[src/rtl/csa_pkg.sv]
`timescale 1ns / 1ps
// ----------------------------------------------------------------------------
// csa_pkg
// Shared types and constants of the count sketch accumulator.
// ----------------------------------------------------------------------------
package csa_pkg;

   localparam logic [1:0] CMD_ACCUM = 2'd0;
   localparam logic [1:0] CMD_READ  = 2'd1;
   localparam logic [1:0] CMD_CLEAR = 2'd2;

   localparam logic [1:0] ST_OK    = 2'd0;
   localparam logic [1:0] ST_GROUP = 2'd1;
   localparam logic [1:0] ST_RANGE = 2'd2;
   localparam logic [1:0] ST_SAT   = 2'd3;

   localparam logic [2:0] REG_ROWS      = 3'd0;
   localparam logic [2:0] REG_COLS      = 3'd1;
   localparam logic [2:0] REG_ROW_BSEED = 3'd2;
   localparam logic [2:0] REG_ROW_SSEED = 3'd3;
   localparam logic [2:0] REG_COL_BSEED = 3'd4;
   localparam logic [2:0] REG_COL_SSEED = 3'd5;
   localparam logic [2:0] REG_NETTING   = 3'd6;
   localparam logic [2:0] REG_GROUPS    = 3'd7;

   localparam int OUT_WIDTH = 48;

   localparam logic [63:0] MIX_ADD  = 64'h9E3779B97F4A7C15;
   localparam logic [63:0] MIX_MUL1 = 64'hBF58476D1CE4E5B9;
   localparam logic [63:0] MIX_MUL2 = 64'h94D049BB133111EB;

   typedef struct packed {
      logic [1:0]         command;
      logic [31:0]        row_key;
      logic [31:0]        col_key;
      logic signed [31:0] element_value;
      logic [5:0]         read_row;
      logic [5:0]         read_col;
   } req_type;

   typedef struct packed {
      logic signed [47:0] cell_value;
      logic [1:0]         status;
   } rsp_type;

   // Hash unit handshake bundle.
   typedef struct packed {
      logic        start;
      logic [63:0] key;
   } hash_req_type;

endpackage

[src/rtl/csa_mod.sv]
`timescale 1ns / 1ps
// ----------------------------------------------------------------------------
// csa_mod
// Restoring remainder of a 64-bit hash by a small size, one bit per cycle.
// ----------------------------------------------------------------------------
module csa_mod
   import csa_pkg::*;
#(
   parameter int SW = 7
) (
   input  logic          clock,
   input  logic          reset,
   input  logic          start,
   input  logic [63:0]   dividend,
   input  logic [SW-1:0] divisor,
   output logic          done,
   output logic [SW-1:0] remainder
);

   logic [63:0]   shift_ff, shift_in;
   logic [SW-1:0] rem_ff, rem_in;
   logic [6:0]    cnt_ff, cnt_in;
   logic          busy_ff, busy_in;
   logic          done_ff, done_in;
   logic [SW:0]   trial;

   assign trial = {rem_ff, shift_ff[63]};

   // One quotient bit per cycle, the partial remainder stays below the divisor.
   always_comb begin
      shift_in = shift_ff;
      rem_in   = rem_ff;
      cnt_in   = cnt_ff;
      busy_in  = busy_ff;
      done_in  = 1'b0;
      if (start) begin
         shift_in = dividend;
         rem_in   = '0;
         cnt_in   = '0;
         busy_in  = 1'b1;
      end else if (busy_ff) begin
         shift_in = shift_ff << 1;
         rem_in   = (trial >= {1'b0, divisor}) ? SW'(trial - {1'b0, divisor}) : SW'(trial);
         cnt_in   = cnt_ff + 7'd1;
         if (cnt_ff == 7'd63) begin
            busy_in = 1'b0;
            done_in = 1'b1;
         end
      end
   end

   always_ff @(posedge clock) begin
      if (reset) begin
         busy_ff <= 1'b0;
         done_ff <= 1'b0;
      end else begin
         busy_ff <= busy_in;
         done_ff <= done_in;
      end
      shift_ff <= shift_in;
      rem_ff   <= rem_in;
      cnt_ff   <= cnt_in;
   end

   assign done      = done_ff;
   assign remainder = rem_ff;

endmodule

[config.mk]
export PLATFORM = sky130hd
export DESIGN_NAME = csa_mod
export DESIGN_NICKNAME = d
export VERILOG_FILES = /design/src/rtl/csa_pkg.sv /design/src/rtl/csa_mod.sv
export SDC_FILE = /design/constraint.sdc
export NUM_CORES = 1
export LEC_CHECK = 0
export BUFFER_PORTS_ARGS = -buffer_cell sky130_fd_sc_hd__buf_2
export CAP_MARGIN = 20
export CORE_UTILIZATION = 49
export DETAILED_ROUTE_END_ITERATION = 8
export GPL_ROUTABILITY_DRIVEN = 0
export PLACE_DENSITY_LB_ADDON = 0.15
export SYNTH_ARGS = -nofsm -noshare
export SYNTH_HDL_FRONTEND = slang
export SYNTH_SLANG_ARGS = --single-unit
[constraint.sdc]
create_clock -name clock -period 2.6 [get_ports clock]
set_input_delay 0.26 -clock clock [delete_from_list [all_inputs] [get_ports clock]]
set_output_delay 0.26 -clock clock [all_outputs]
set_load 0.02 [all_outputs]
==> flow_summary_export.csv <==
group,metric,value,unit
status,outcome,"finished clean",
drt,postRouteAntennaNets,0,
clocking,cts_resized,0,
pwr,clkPwrFrac,0.345,
clocking,cts_tree,"built",
floorplan,dieWidth,90.3,um
yosys,yosysSeqAreaShare,0.587,
timing,fin_crit_sh,0.867,
grt,top_usage_layer,"met2",
timing,hold_viol,0,
cells_and_area,diodes,0,
grt,grt_pass1_wl,10800,um
clocking,post_cts_buffers,0,
pwr,power.total,2.94,mW
pwr,power.switching,0.648,mW
timing,fmax,444,MHz
timing,timing.hold.ws,0.0949,ns
place,placed_cells,445,
cells_and_area,fin_nets,440,
pwr,p_int,2.29,mW
worst_hold_path,hold_class,"in2reg",
yosys,syn-num-nets,361,
yosys,async_flop_share,0,
setup_path,critPathLaunchType,"register",
grt,gr-usage-all-layers,0.171,
floorplan,start_util,0.516,
yosys,synth-seq-cells,80,
grt,gr-usage-met1,0.228,
grt,antenna_found_initial,0,
cells_and_area,area_growth,19.3,%
grt,grt_max_degree,88,
pwr,p_sw_frac,0.221,
setup_path,cp_data_required_time,2.89,ns
cells_and_area,multi_input_area,0.00146,mm^2
yosys,syn_area,0.00382,mm^2
place,port_buffers,81,
timing,finClkSkew,0.00811,ns
yosys,syn_inst,278,
floorplan,io_pins,82,
setup_path,cp-end-kind,"register",
pwr,ir_worst_vdd,378,uV
grt,grt_util_met3,0.0598,
floorplan,core_region_area,0.00741,mm^2
drt,vias_per_cell,5.21,
pwr,power.leakage,1.82,nW
place,placed_area,0.00433,mm^2
job,maxCapViolations,0,
timing,setup_slack,0.347,ns
timing,slew_violations,0,
timing,min_period,2.25,ns
cells_and_area,fin_area,0.00456,mm^2
floorplan,dieHeight,90.3,um
clocking,cts_sinks,80,
cells_and_area,fill_cells,617,
timing,setup_tns,0,ns
setup_path,critical_path_class,"reg2reg",
clocking,cts_hold_buf,0,
yosys,syn_area_per_cell,13.7,um^2
pwr,pwr_density_cell,645,mW/mm^2
pwr,comb_power_share,0.123,
yosys,yosys_warnings,0,
cells_and_area,post-route-util,0.615,
cells_and_area,drive_gt1_frac,0.464,
yosys,synth-main-ff-cell,"edfxtp_1",
clocking,cts_root_buf,"clkbuf_8",
clocking,clkTransAtPathRegs,0.08,ns
clocking,cts_max_level,3,
floorplan,rows,31,
place,dp_slack,0.361,ns
grt,grt_pass1_vias,2321,
drt,drc,0,
clocking,cts_buffers,9,
cells_and_area,area.sequential,0.00224,mm^2
clocking,clockBufferDepth,2,
timing,setup_violations,0,
cells_and_area,stdcell_count,461,
clocking,clk-insertion-delay-late,0.34,ns
timing,maxSlewHeadroom,0.727,
grt,grt_overflow,0,
setup_path,cp_data_arrival_time,2.54,ns
drt,first_pass_iters,4,
yosys,synth_edf_count,64,
timing,rsz0062_at_grt,"false",
drt,routedWlPerCell,14.4,um
drt,wl,6640,um
drt,drtIter0Drc,103,
yosys,yosysUniqueCellTypes,43,
grt,use_met2,0.256,
setup_path,path_max_fanout,4,
pwr,pwr-share-seq,0.531,
floorplan,dieArea,0.00815,mm^2
place,dp_hpwl,4480,um
drt,routed-via-count,2400,
timing,worst_pin_slew,0.399,ns
-- cells in the final DEF, fill, tap and decap left out, types with 4 or more instances in the layout --
cell type / instances
nor2_1: 13
inv_1: 12
o21ai_0: 4
ha_1: 8
a41oi_1: 4
nand4_1: 4
nor3b_1: 10
clkbuf_8: 10
edfxtp_1: 64
nand2_1: 9
mux2_2: 63
buf_2: 80
xor2_1: 4
dfxtp_1: 16
-- worst paths after layout --
path	start	to	slack [ns]	cells after the start
worst min register to register	cnt_ff[5]$_SDFFE_PP0P_	cnt_ff[5]$_SDFFE_PP0P_	0.50	2
worst max register to register	shift_ff[63]$_DFFE_PP_	remainder[0]$_SDFFE_PP0P_	0.35	8
worst max-delay path	shift_ff[63]$_DFFE_PP_	remainder[0]$_SDFFE_PP0P_	0.35	8
worst min-delay path	reset	busy_ff$_SDFF_PP0_	0.09	2
-- worst max-delay path: stages, from the launching register on --
cell	delay, ns
edfxtp_1	0.39
inv_1	0.07
ha_1	0.15
inv_1	0.05
fa_1	0.42
a211oi_2	0.31
o21ai_1	0.18
a2111oi_0	0.46
a211o_1	0.16
-- cell usage after synthesis, types with 4 or more instances --
| master | number | area share |
|---|---|---|
| edfxtp_1 | 64 | 0.50 |
| a41oi_1 | 4 | 0.0092 |
| xor2_1 | 4 | 0.0092 |
| ha_1 | 8 | 0.026 |
| mux2_2 | 63 | 0.19 |
| nand2_1 | 9 | 0.0088 |
| nor3b_1 | 10 | 0.020 |
| o21ai_0 | 4 | 0.0052 |
| nor2_1 | 13 | 0.013 |
| clkbuf_1 | 8 | 0.0079 |
| nand4_1 | 4 | 0.0065 |
| dfxtp_1 | 16 | 0.084 |
| buf_2 | 5 | 0.0065 |
| inv_1 | 13 | 0.013 |
-- power by group through the flow --
stage | Combinational (mW) | Clock [mW] | Sequential (mW)
CTS | 0.366 | 1.04 | 1.56
detailed placement | 0.363 | 0 | 1.59
floorplan | 0.248 | 0 | 1.58
global placement | 0.356 | 0 | 1.59
global route | 0.401 | 1.10 | 1.57
finish | 0.362 | 1.01 | 1.56
-- kinds of logic after synthesis --
| logic type | Yosys count | synth area share |
|---|---|---|
| buffers and inverters | 29 | 0.0311 |
| flip-flops | 80 | 0.587 |
| XOR/XNOR | 7 | 0.0160 |
| adder cells (fa/ha/maj) | 9 | 0.0314 |
| AO/OA/AOI/OAI | 35 | 0.0694 |
| multiplexers | 64 | 0.188 |
| AND/OR/NAND/NOR | 54 | 0.0769 |
-- state kept, by name (all words and copies together), names as in the netlist --
signal and count:
cnt_ff 7, remainder 7, busy_ff 1, shift_ff 64
done 1
-- per-layer routing --
layer,vias to the layer above,routed length (um),part of all wire
met4,0,55,0.0083
met1,1124,3150,0.47
met3,4,382,0.058
li1,1206,-,-
met2,66,3050,0.46
met5,-,0,0
-- area by class of cell --
type / count / share of cell area
sequential: 80 / 0.492
multi-input combinational: 169 / 0.320
timing repair buffer: 84 / 0.0999
clock buffer: 12 / 0.0319
tap: 99 / 0.0272
clock inverter: 4 / 0.0170
inverter: 13 / 0.0115
(Power assumes the default switching activity.)
