**src/rtl/csa_pkg.sv**
```systemverilog
`timescale 1ns / 1ps
// ----------------------------------------------------------------------------
// csa_pkg
// Shared types and constants of the count sketch accumulator.
// ----------------------------------------------------------------------------
package csa_pkg;

   localparam logic [1:0] CMD_ACCUM = 2'd0;
   localparam logic [1:0] CMD_READ  = 2'd1;
   localparam logic [1:0] CMD_CLEAR = 2'd2;

   localparam logic [1:0] ST_OK    = 2'd0;
   localparam logic [1:0] ST_GROUP = 2'd1;
   localparam logic [1:0] ST_RANGE = 2'd2;
   localparam logic [1:0] ST_SAT   = 2'd3;

   localparam logic [2:0] REG_ROWS      = 3'd0;
   localparam logic [2:0] REG_COLS      = 3'd1;
   localparam logic [2:0] REG_ROW_BSEED = 3'd2;
   localparam logic [2:0] REG_ROW_SSEED = 3'd3;
   localparam logic [2:0] REG_COL_BSEED = 3'd4;
   localparam logic [2:0] REG_COL_SSEED = 3'd5;
   localparam logic [2:0] REG_NETTING   = 3'd6;
   localparam logic [2:0] REG_GROUPS    = 3'd7;

   localparam int OUT_WIDTH = 48;

   localparam logic [63:0] MIX_ADD  = 64'h9E3779B97F4A7C15;
   localparam logic [63:0] MIX_MUL1 = 64'hBF58476D1CE4E5B9;
   localparam logic [63:0] MIX_MUL2 = 64'h94D049BB133111EB;

   typedef struct packed {
      logic [1:0]         command;
      logic [31:0]        row_key;
      logic [31:0]        col_key;
      logic signed [31:0] element_value;
      logic [5:0]         read_row;
      logic [5:0]         read_col;
   } req_type;

   typedef struct packed {
      logic signed [47:0] cell_value;
      logic [1:0]         status;
   } rsp_type;

   // Hash unit handshake bundle.
   typedef struct packed {
      logic        start;
      logic [63:0] key;
   } hash_req_type;

endpackage

```
**src/rtl/csa_mix64.sv**
```systemverilog
`timescale 1ns / 1ps
// ----------------------------------------------------------------------------
// csa_mix64
// Multi-cycle splitmix64 finalizer; each 64x64 product is built from 16x64
// partial products, one per cycle.
// ----------------------------------------------------------------------------
module csa_mix64
   import csa_pkg::*;
(
   input  logic         clock,
   input  logic         reset,
   input  hash_req_type hreq,
   output logic         done,
   output logic [63:0]  hash
);

   logic [63:0] z_ff, z_in;
   logic [63:0] acc_ff, acc_in;
   logic [1:0]  part_ff, part_in;
   logic        phase_ff, phase_in;
   logic        busy_ff, busy_in;
   logic        done_ff, done_in;
   logic [63:0] mul_const;
   logic [15:0] mul_slice;
   logic [63:0] prod;

   assign mul_const = phase_ff ? MIX_MUL2 : MIX_MUL1;

   // Pick the 16-bit slice of the operand for this partial product.
   always_comb begin
      case (part_ff)
         2'd0:    mul_slice = z_ff[15:0];
         2'd1:    mul_slice = z_ff[31:16];
         2'd2:    mul_slice = z_ff[47:32];
         default: mul_slice = z_ff[63:48];
      endcase
   end

   assign prod = 64'(mul_const * 64'(mul_slice)) << {part_ff, 4'd0};

   // Sequence the seeding add and xor-shift, the two multiplies and the xor-shift after each.
   always_comb begin
      z_in     = z_ff;
      acc_in   = acc_ff;
      part_in  = part_ff;
      phase_in = phase_ff;
      busy_in  = busy_ff;
      done_in  = 1'b0;
      if (hreq.start) begin
         z_in     = (hreq.key + MIX_ADD) ^ ((hreq.key + MIX_ADD) >> 30);
         acc_in   = '0;
         part_in  = '0;
         phase_in = 1'b0;
         busy_in  = 1'b1;
      end else if (busy_ff) begin
         acc_in  = acc_ff + prod;
         part_in = part_ff + 2'd1;
         if (part_ff == 2'd3) begin
            acc_in = '0;
            if (phase_ff) begin
               z_in    = (acc_ff + prod) ^ ((acc_ff + prod) >> 31);
               busy_in = 1'b0;
               done_in = 1'b1;
            end else begin
               z_in     = (acc_ff + prod) ^ ((acc_ff + prod) >> 27);
               phase_in = 1'b1;
            end
         end
      end
   end

   always_ff @(posedge clock) begin
      if (reset) begin
         busy_ff <= 1'b0;
         done_ff <= 1'b0;
      end else begin
         busy_ff <= busy_in;
         done_ff <= done_in;
      end
      z_ff     <= z_in;
      acc_ff   <= acc_in;
      part_ff  <= part_in;
      phase_ff <= phase_in;
   end

   assign done = done_ff;
   assign hash = z_ff;

endmodule

```
**config.mk**
```make
export PLATFORM = sky130hd
export DESIGN_NAME = csa_mix64
export DESIGN_NICKNAME = d
export VERILOG_FILES = /design/src/rtl/csa_pkg.sv /design/src/rtl/csa_mix64.sv
export SDC_FILE = /design/constraint.sdc
export NUM_CORES = 2
export LEC_CHECK = 0
export BUFFER_PORTS_ARGS = -buffer_cell sky130_fd_sc_hd__buf_2
export CAP_MARGIN = 40
export CORE_ASPECT_RATIO = 1.5
export CORE_MARGIN = 3
export CORE_UTILIZATION = 38
export CTS_BUF_LIST = sky130_fd_sc_hd__clkbuf_4 sky130_fd_sc_hd__clkbuf_8 sky130_fd_sc_hd__clkbuf_16
export CTS_CLUSTER_DIAMETER = 30
export CTS_CLUSTER_SIZE = 28
export DETAILED_ROUTE_END_ITERATION = 10
export GPL_TIMING_DRIVEN = 1
export PLACE_DENSITY_LB_ADDON = 0.08
export SLEW_MARGIN = 10
export SYNTH_ARGS = -nofsm -noshare
export SYNTH_HDL_FRONTEND = slang
export SYNTH_SLANG_ARGS = --single-unit
```
**constraint.sdc**
```tcl
create_clock -name clock -period 14.7 [get_ports clock]
set_clock_uncertainty 0.1 [all_clocks]
set_input_delay 2.94 -clock clock [delete_from_list [all_inputs] [get_ports clock]]
set_output_delay 2.94 -clock clock [all_outputs]
set_load 0.05 [all_outputs]
```
==> metrics.txt <==
# TYPE chip_impl_metric gauge
chip_impl_metric{name="synth_seq_area_share",unit="%"} 11.1
chip_impl_metric{name="finalInstanceArea",unit="sq um"} 32600
chip_impl_info{name="status",value="finished clean"} 1
chip_impl_metric{name="synth_edf_count",unit=""} 64
chip_impl_metric{name="design.core.area",unit="sq um"} 77600
chip_impl_metric{name="port_buffers",unit=""} 131
chip_impl_info{name="ys_top_cells_by_area",value="sky130_fd_sc_hd__fa_1 30%, sky130_fd_sc_hd__ha_1 13%, sky130_fd_sc_hd__inv_1 8.4%"} 1
chip_impl_metric{name="final.period_utilization",unit="%"} 94.2
chip_impl_metric{name="max-clock-path-buffers",unit=""} 3
chip_impl_metric{name="post-synth-top-area-fraction",unit="%"} 30.1
chip_impl_metric{name="grt_first_pass_wirelength",unit="mm"} 191
chip_impl_metric{name="timing.critical_path.fanout_max",unit=""} 54
chip_impl_metric{name="first_global_vias",unit=""} 26900
chip_impl_metric{name="die_height",unit="microns"} 349
chip_impl_info{name="synth.largest_area_cell",value="sky130_fd_sc_hd__fa_1"} 1
chip_impl_metric{name="grt_antenna_before_repair",unit=""} 1
chip_impl_metric{name="first_iter_violations",unit=""} 1722
chip_impl_metric{name="cts-resized-gates",unit=""} 0
chip_impl_info{name="critical_path.slowest_cell",value="sky130_fd_sc_hd__ha_1"} 1
chip_impl_metric{name="synth_seq_cells",unit=""} 133
chip_impl_metric{name="share_of_final_layout_standard_cells_stronger_than_drive_strength_1",unit="%"} 8.77
chip_impl_metric{name="drc",unit=""} 0
chip_impl_metric{name="die_width",unit="microns"} 235
chip_impl_metric{name="areaGrowthSynthToFinish",unit="%"} 9.28
chip_impl_metric{name="synthArstFlopShare",unit="%"} 0
chip_impl_metric{name="vias_per_cell",unit=""} 5.52
chip_impl_metric{name="final_hold_viol_count",unit=""} 0
chip_impl_metric{name="detail_route.wirelength",unit="mm"} 135
chip_impl_metric{name="placementRows",unit=""} 125
chip_impl_metric{name="first_pass_iters",unit=""} 6
chip_impl_metric{name="grt_start_max_net_pins",unit=""} 66
chip_impl_metric{name="globalRouteTotalUtil",unit="%"} 32.6
chip_impl_info{name="worstSetupStartpointType",value="register"} 1
chip_impl_info{name="timing.critical_path.to_type",value="register"} 1
chip_impl_info{name="synth.most_common_cell",value="sky130_fd_sc_hd__inv_1"} 1
chip_impl_metric{name="finish.net_count",unit=""} 4307
chip_impl_metric{name="finalHoldWorstSlack",unit="ns"} 0.371
chip_impl_info{name="setup_repair_after_global_routing_missed_its_margin",value="false"} 1
chip_impl_metric{name="dpl.hpwl",unit="mm"} 119
chip_impl_metric{name="area_post_placement",unit="sq um"} 31900
chip_impl_info{name="clock_tree_from_tritoncts",value="built"} 1
chip_impl_metric{name="setup_viol_count_final",unit=""} 0
chip_impl_metric{name="fp.dieArea",unit="sq um"} 82000
chip_impl_metric{name="setup-tns-final",unit="ns"} 0
chip_impl_info{name="timing_worst_setup_path_type",value="reg -> reg"} 1
chip_impl_metric{name="syn_inst",unit=""} 3352
chip_impl_metric{name="drv_slew",unit=""} 0
chip_impl_metric{name="syn_avg_cell_area",unit="sq um"} 8.90
chip_impl_metric{name="overflow",unit=""} 0
chip_impl_info{name="worstHoldPathType",value="reg -> reg"} 1
chip_impl_metric{name="dr_total_vias",unit=""} 24900
chip_impl_metric{name="gp_routability_congestion",unit=""} 1.01
chip_impl_metric{name="route.detailed.wl_per_inst",unit="microns"} 29.9
chip_impl_info{name="post_synth_most_frequent_cells",value="664 x sky130_fd_sc_hd__inv_1, 449 x sky130_fd_sc_hd__fa_1, 306 x sky130_fd_sc_hd__ha_1"} 1
chip_impl_metric{name="required_time_of_the_critical_path",unit="ns"} 14.81
chip_impl_info{name="ys.flop_type",value="sky130_fd_sc_hd__dfxtp_1"} 1
chip_impl_metric{name="cts_hold_repair.buffers",unit=""} 0
chip_impl_metric{name="fmaxAchievable",unit="MHz"} 72.3
chip_impl_metric{name="critPathMaxStageDelay",unit="ns"} 0.77
chip_impl_metric{name="cts.sinks",unit=""} 133
chip_impl_info{name="clockRootBuffer",value="sky130_fd_sc_hd__clkbuf_16"} 1
chip_impl_metric{name="worst_pin_slew",unit="ns"} 0.950
chip_impl_metric{name="post_cts_buffers",unit=""} 0
chip_impl_metric{name="route.antenna.remaining_nets",unit=""} 0
chip_impl_metric{name="yosys_cell_types",unit=""} 97
chip_impl_metric{name="boundaryPins",unit=""} 132
chip_impl_metric{name="drv.max_cap_violation_count",unit=""} 0
chip_impl_info{name="path_common_cell",value="sky130_fd_sc_hd__fa_1"} 1
chip_impl_metric{name="clk_lat_worst_skew",unit="ns"} 0.50
chip_impl_metric{name="max_slew_margin",unit="%"} 36.3
chip_impl_metric{name="tritoncts.num_buffers",unit=""} 25
chip_impl_metric{name="yosys_warnings",unit=""} 0
chip_impl_metric{name="timing.final.crit_period",unit="ns"} 13.84
chip_impl_metric{name="clk_transition_reported_paths",unit="ns"} 0.06
chip_impl_metric{name="ctsHtreeMaxLevel",unit=""} 4
chip_impl_metric{name="synth.cell_area",unit="sq um"} 29800
chip_impl_metric{name="cp.arrival",unit="ns"} 13.95
chip_impl_metric{name="floorplan.initialDensity",unit="%"} 38.5
## logic make-up (layout without fill, tap and decap cells)
family                     after synthesis  after routing  synth area share (%)
AOI/OAI and AO/OA                      664            664                  14.6
xor gates and xnor gates               266            266                  7.90
adders and majority gates              755            755                  43.0
buffers and inverters                  777            893                  10.0
DFF                                    133            133                  11.1
muxes                                   87             87                  3.06
other                                    2             26                0.0252
and+or+nand+nor                        668            668                  10.3
## final cells by class
class | instances | area, sq um
clock buffers | 29 | 668
repair buffers | 194 | 1140
well taps | 1016 | 1270
multi-input cells | 2465 | 23700
diodes | 1 | 2.50
flip-flops and latches | 133 | 3310
fillers | 7994 | 45000
clock inverters | 4 | 43.8
inverters | 666 | 2500
## state kept, by name, indices dropped and copies added, names as in the netlist
name	flops
acc_ff	64
busy_ff	1
done	1
hash	64
part_ff	2
phase_ff	1
## worst max-delay path, delay by kind of cell, from the launching register on
family / cells / cell delay (ns)
mux: 3 / 0.66
flops: 1 / 0.32
xor+xnor: 3 / 1.37
fa+ha+maj: 9 / 4.68
buf+inv: 9 / 2.16
compound gates: 11 / 3.47
simple gates: 5 / 0.75
## metrics by stage
step / util [%] / cells / worst slack, ns
after floorplan: - / 3375 / 3.04
after global placement: 41.0 / 4465 / 1.15
after detailed placement: 41.1 / 4474 / 1.11
after CTS: 42.0 / 4507 / 1.07
after global routing: 42.0 / 4507 / 0.423
final: 42.0 / 4508 / 0.860
## per-layer routing
layer  wire length, microns  GRT usage, %  vias to the layer above
met5                      0             0                        -
met3                   5060          2.88                      373
met4                  15000          28.6                        0
li1                       -             -                    11200
met2                  71500          61.7                      913
met1                  43100          31.4                    12400
## cell usage in the layout (no fill, tap or decap), types with 25 or more instances in the layout
master and n:
sky130_fd_sc_hd__a21o_1 92, sky130_fd_sc_hd__a21oi_1 196, sky130_fd_sc_hd__buf_2 131, sky130_fd_sc_hd__buf_4 62, sky130_fd_sc_hd__clkbuf_16 25, sky130_fd_sc_hd__conb_1 25
sky130_fd_sc_hd__dfxtp_1 66, sky130_fd_sc_hd__edfxtp_1 64, sky130_fd_sc_hd__fa_1 449, sky130_fd_sc_hd__ha_1 306, sky130_fd_sc_hd__inv_1 663, sky130_fd_sc_hd__mux2i_1 64
sky130_fd_sc_hd__nand2_1 220, sky130_fd_sc_hd__nand3_1 29, sky130_fd_sc_hd__nor2_1 214, sky130_fd_sc_hd__nor2b_1 51, sky130_fd_sc_hd__o21ai_0 116, sky130_fd_sc_hd__o21bai_1 27
sky130_fd_sc_hd__xnor2_1 161, sky130_fd_sc_hd__xor2_1 102
## final timing paths
path / from / to / slack, ns / depth (start not counted)
max: part_ff[1] / hash[20] / 0.86 / 40
min: acc_ff[45] / acc_ff[45] / 0.37 / 2
max reg2reg: part_ff[1] / hash[20] / 0.86 / 40
min reg2reg: acc_ff[45] / acc_ff[45] / 0.37 / 2
Power is left out: the tool's default activity adds up to more than one toggle a clock period on the data nets, which glitch-free logic cannot reach.
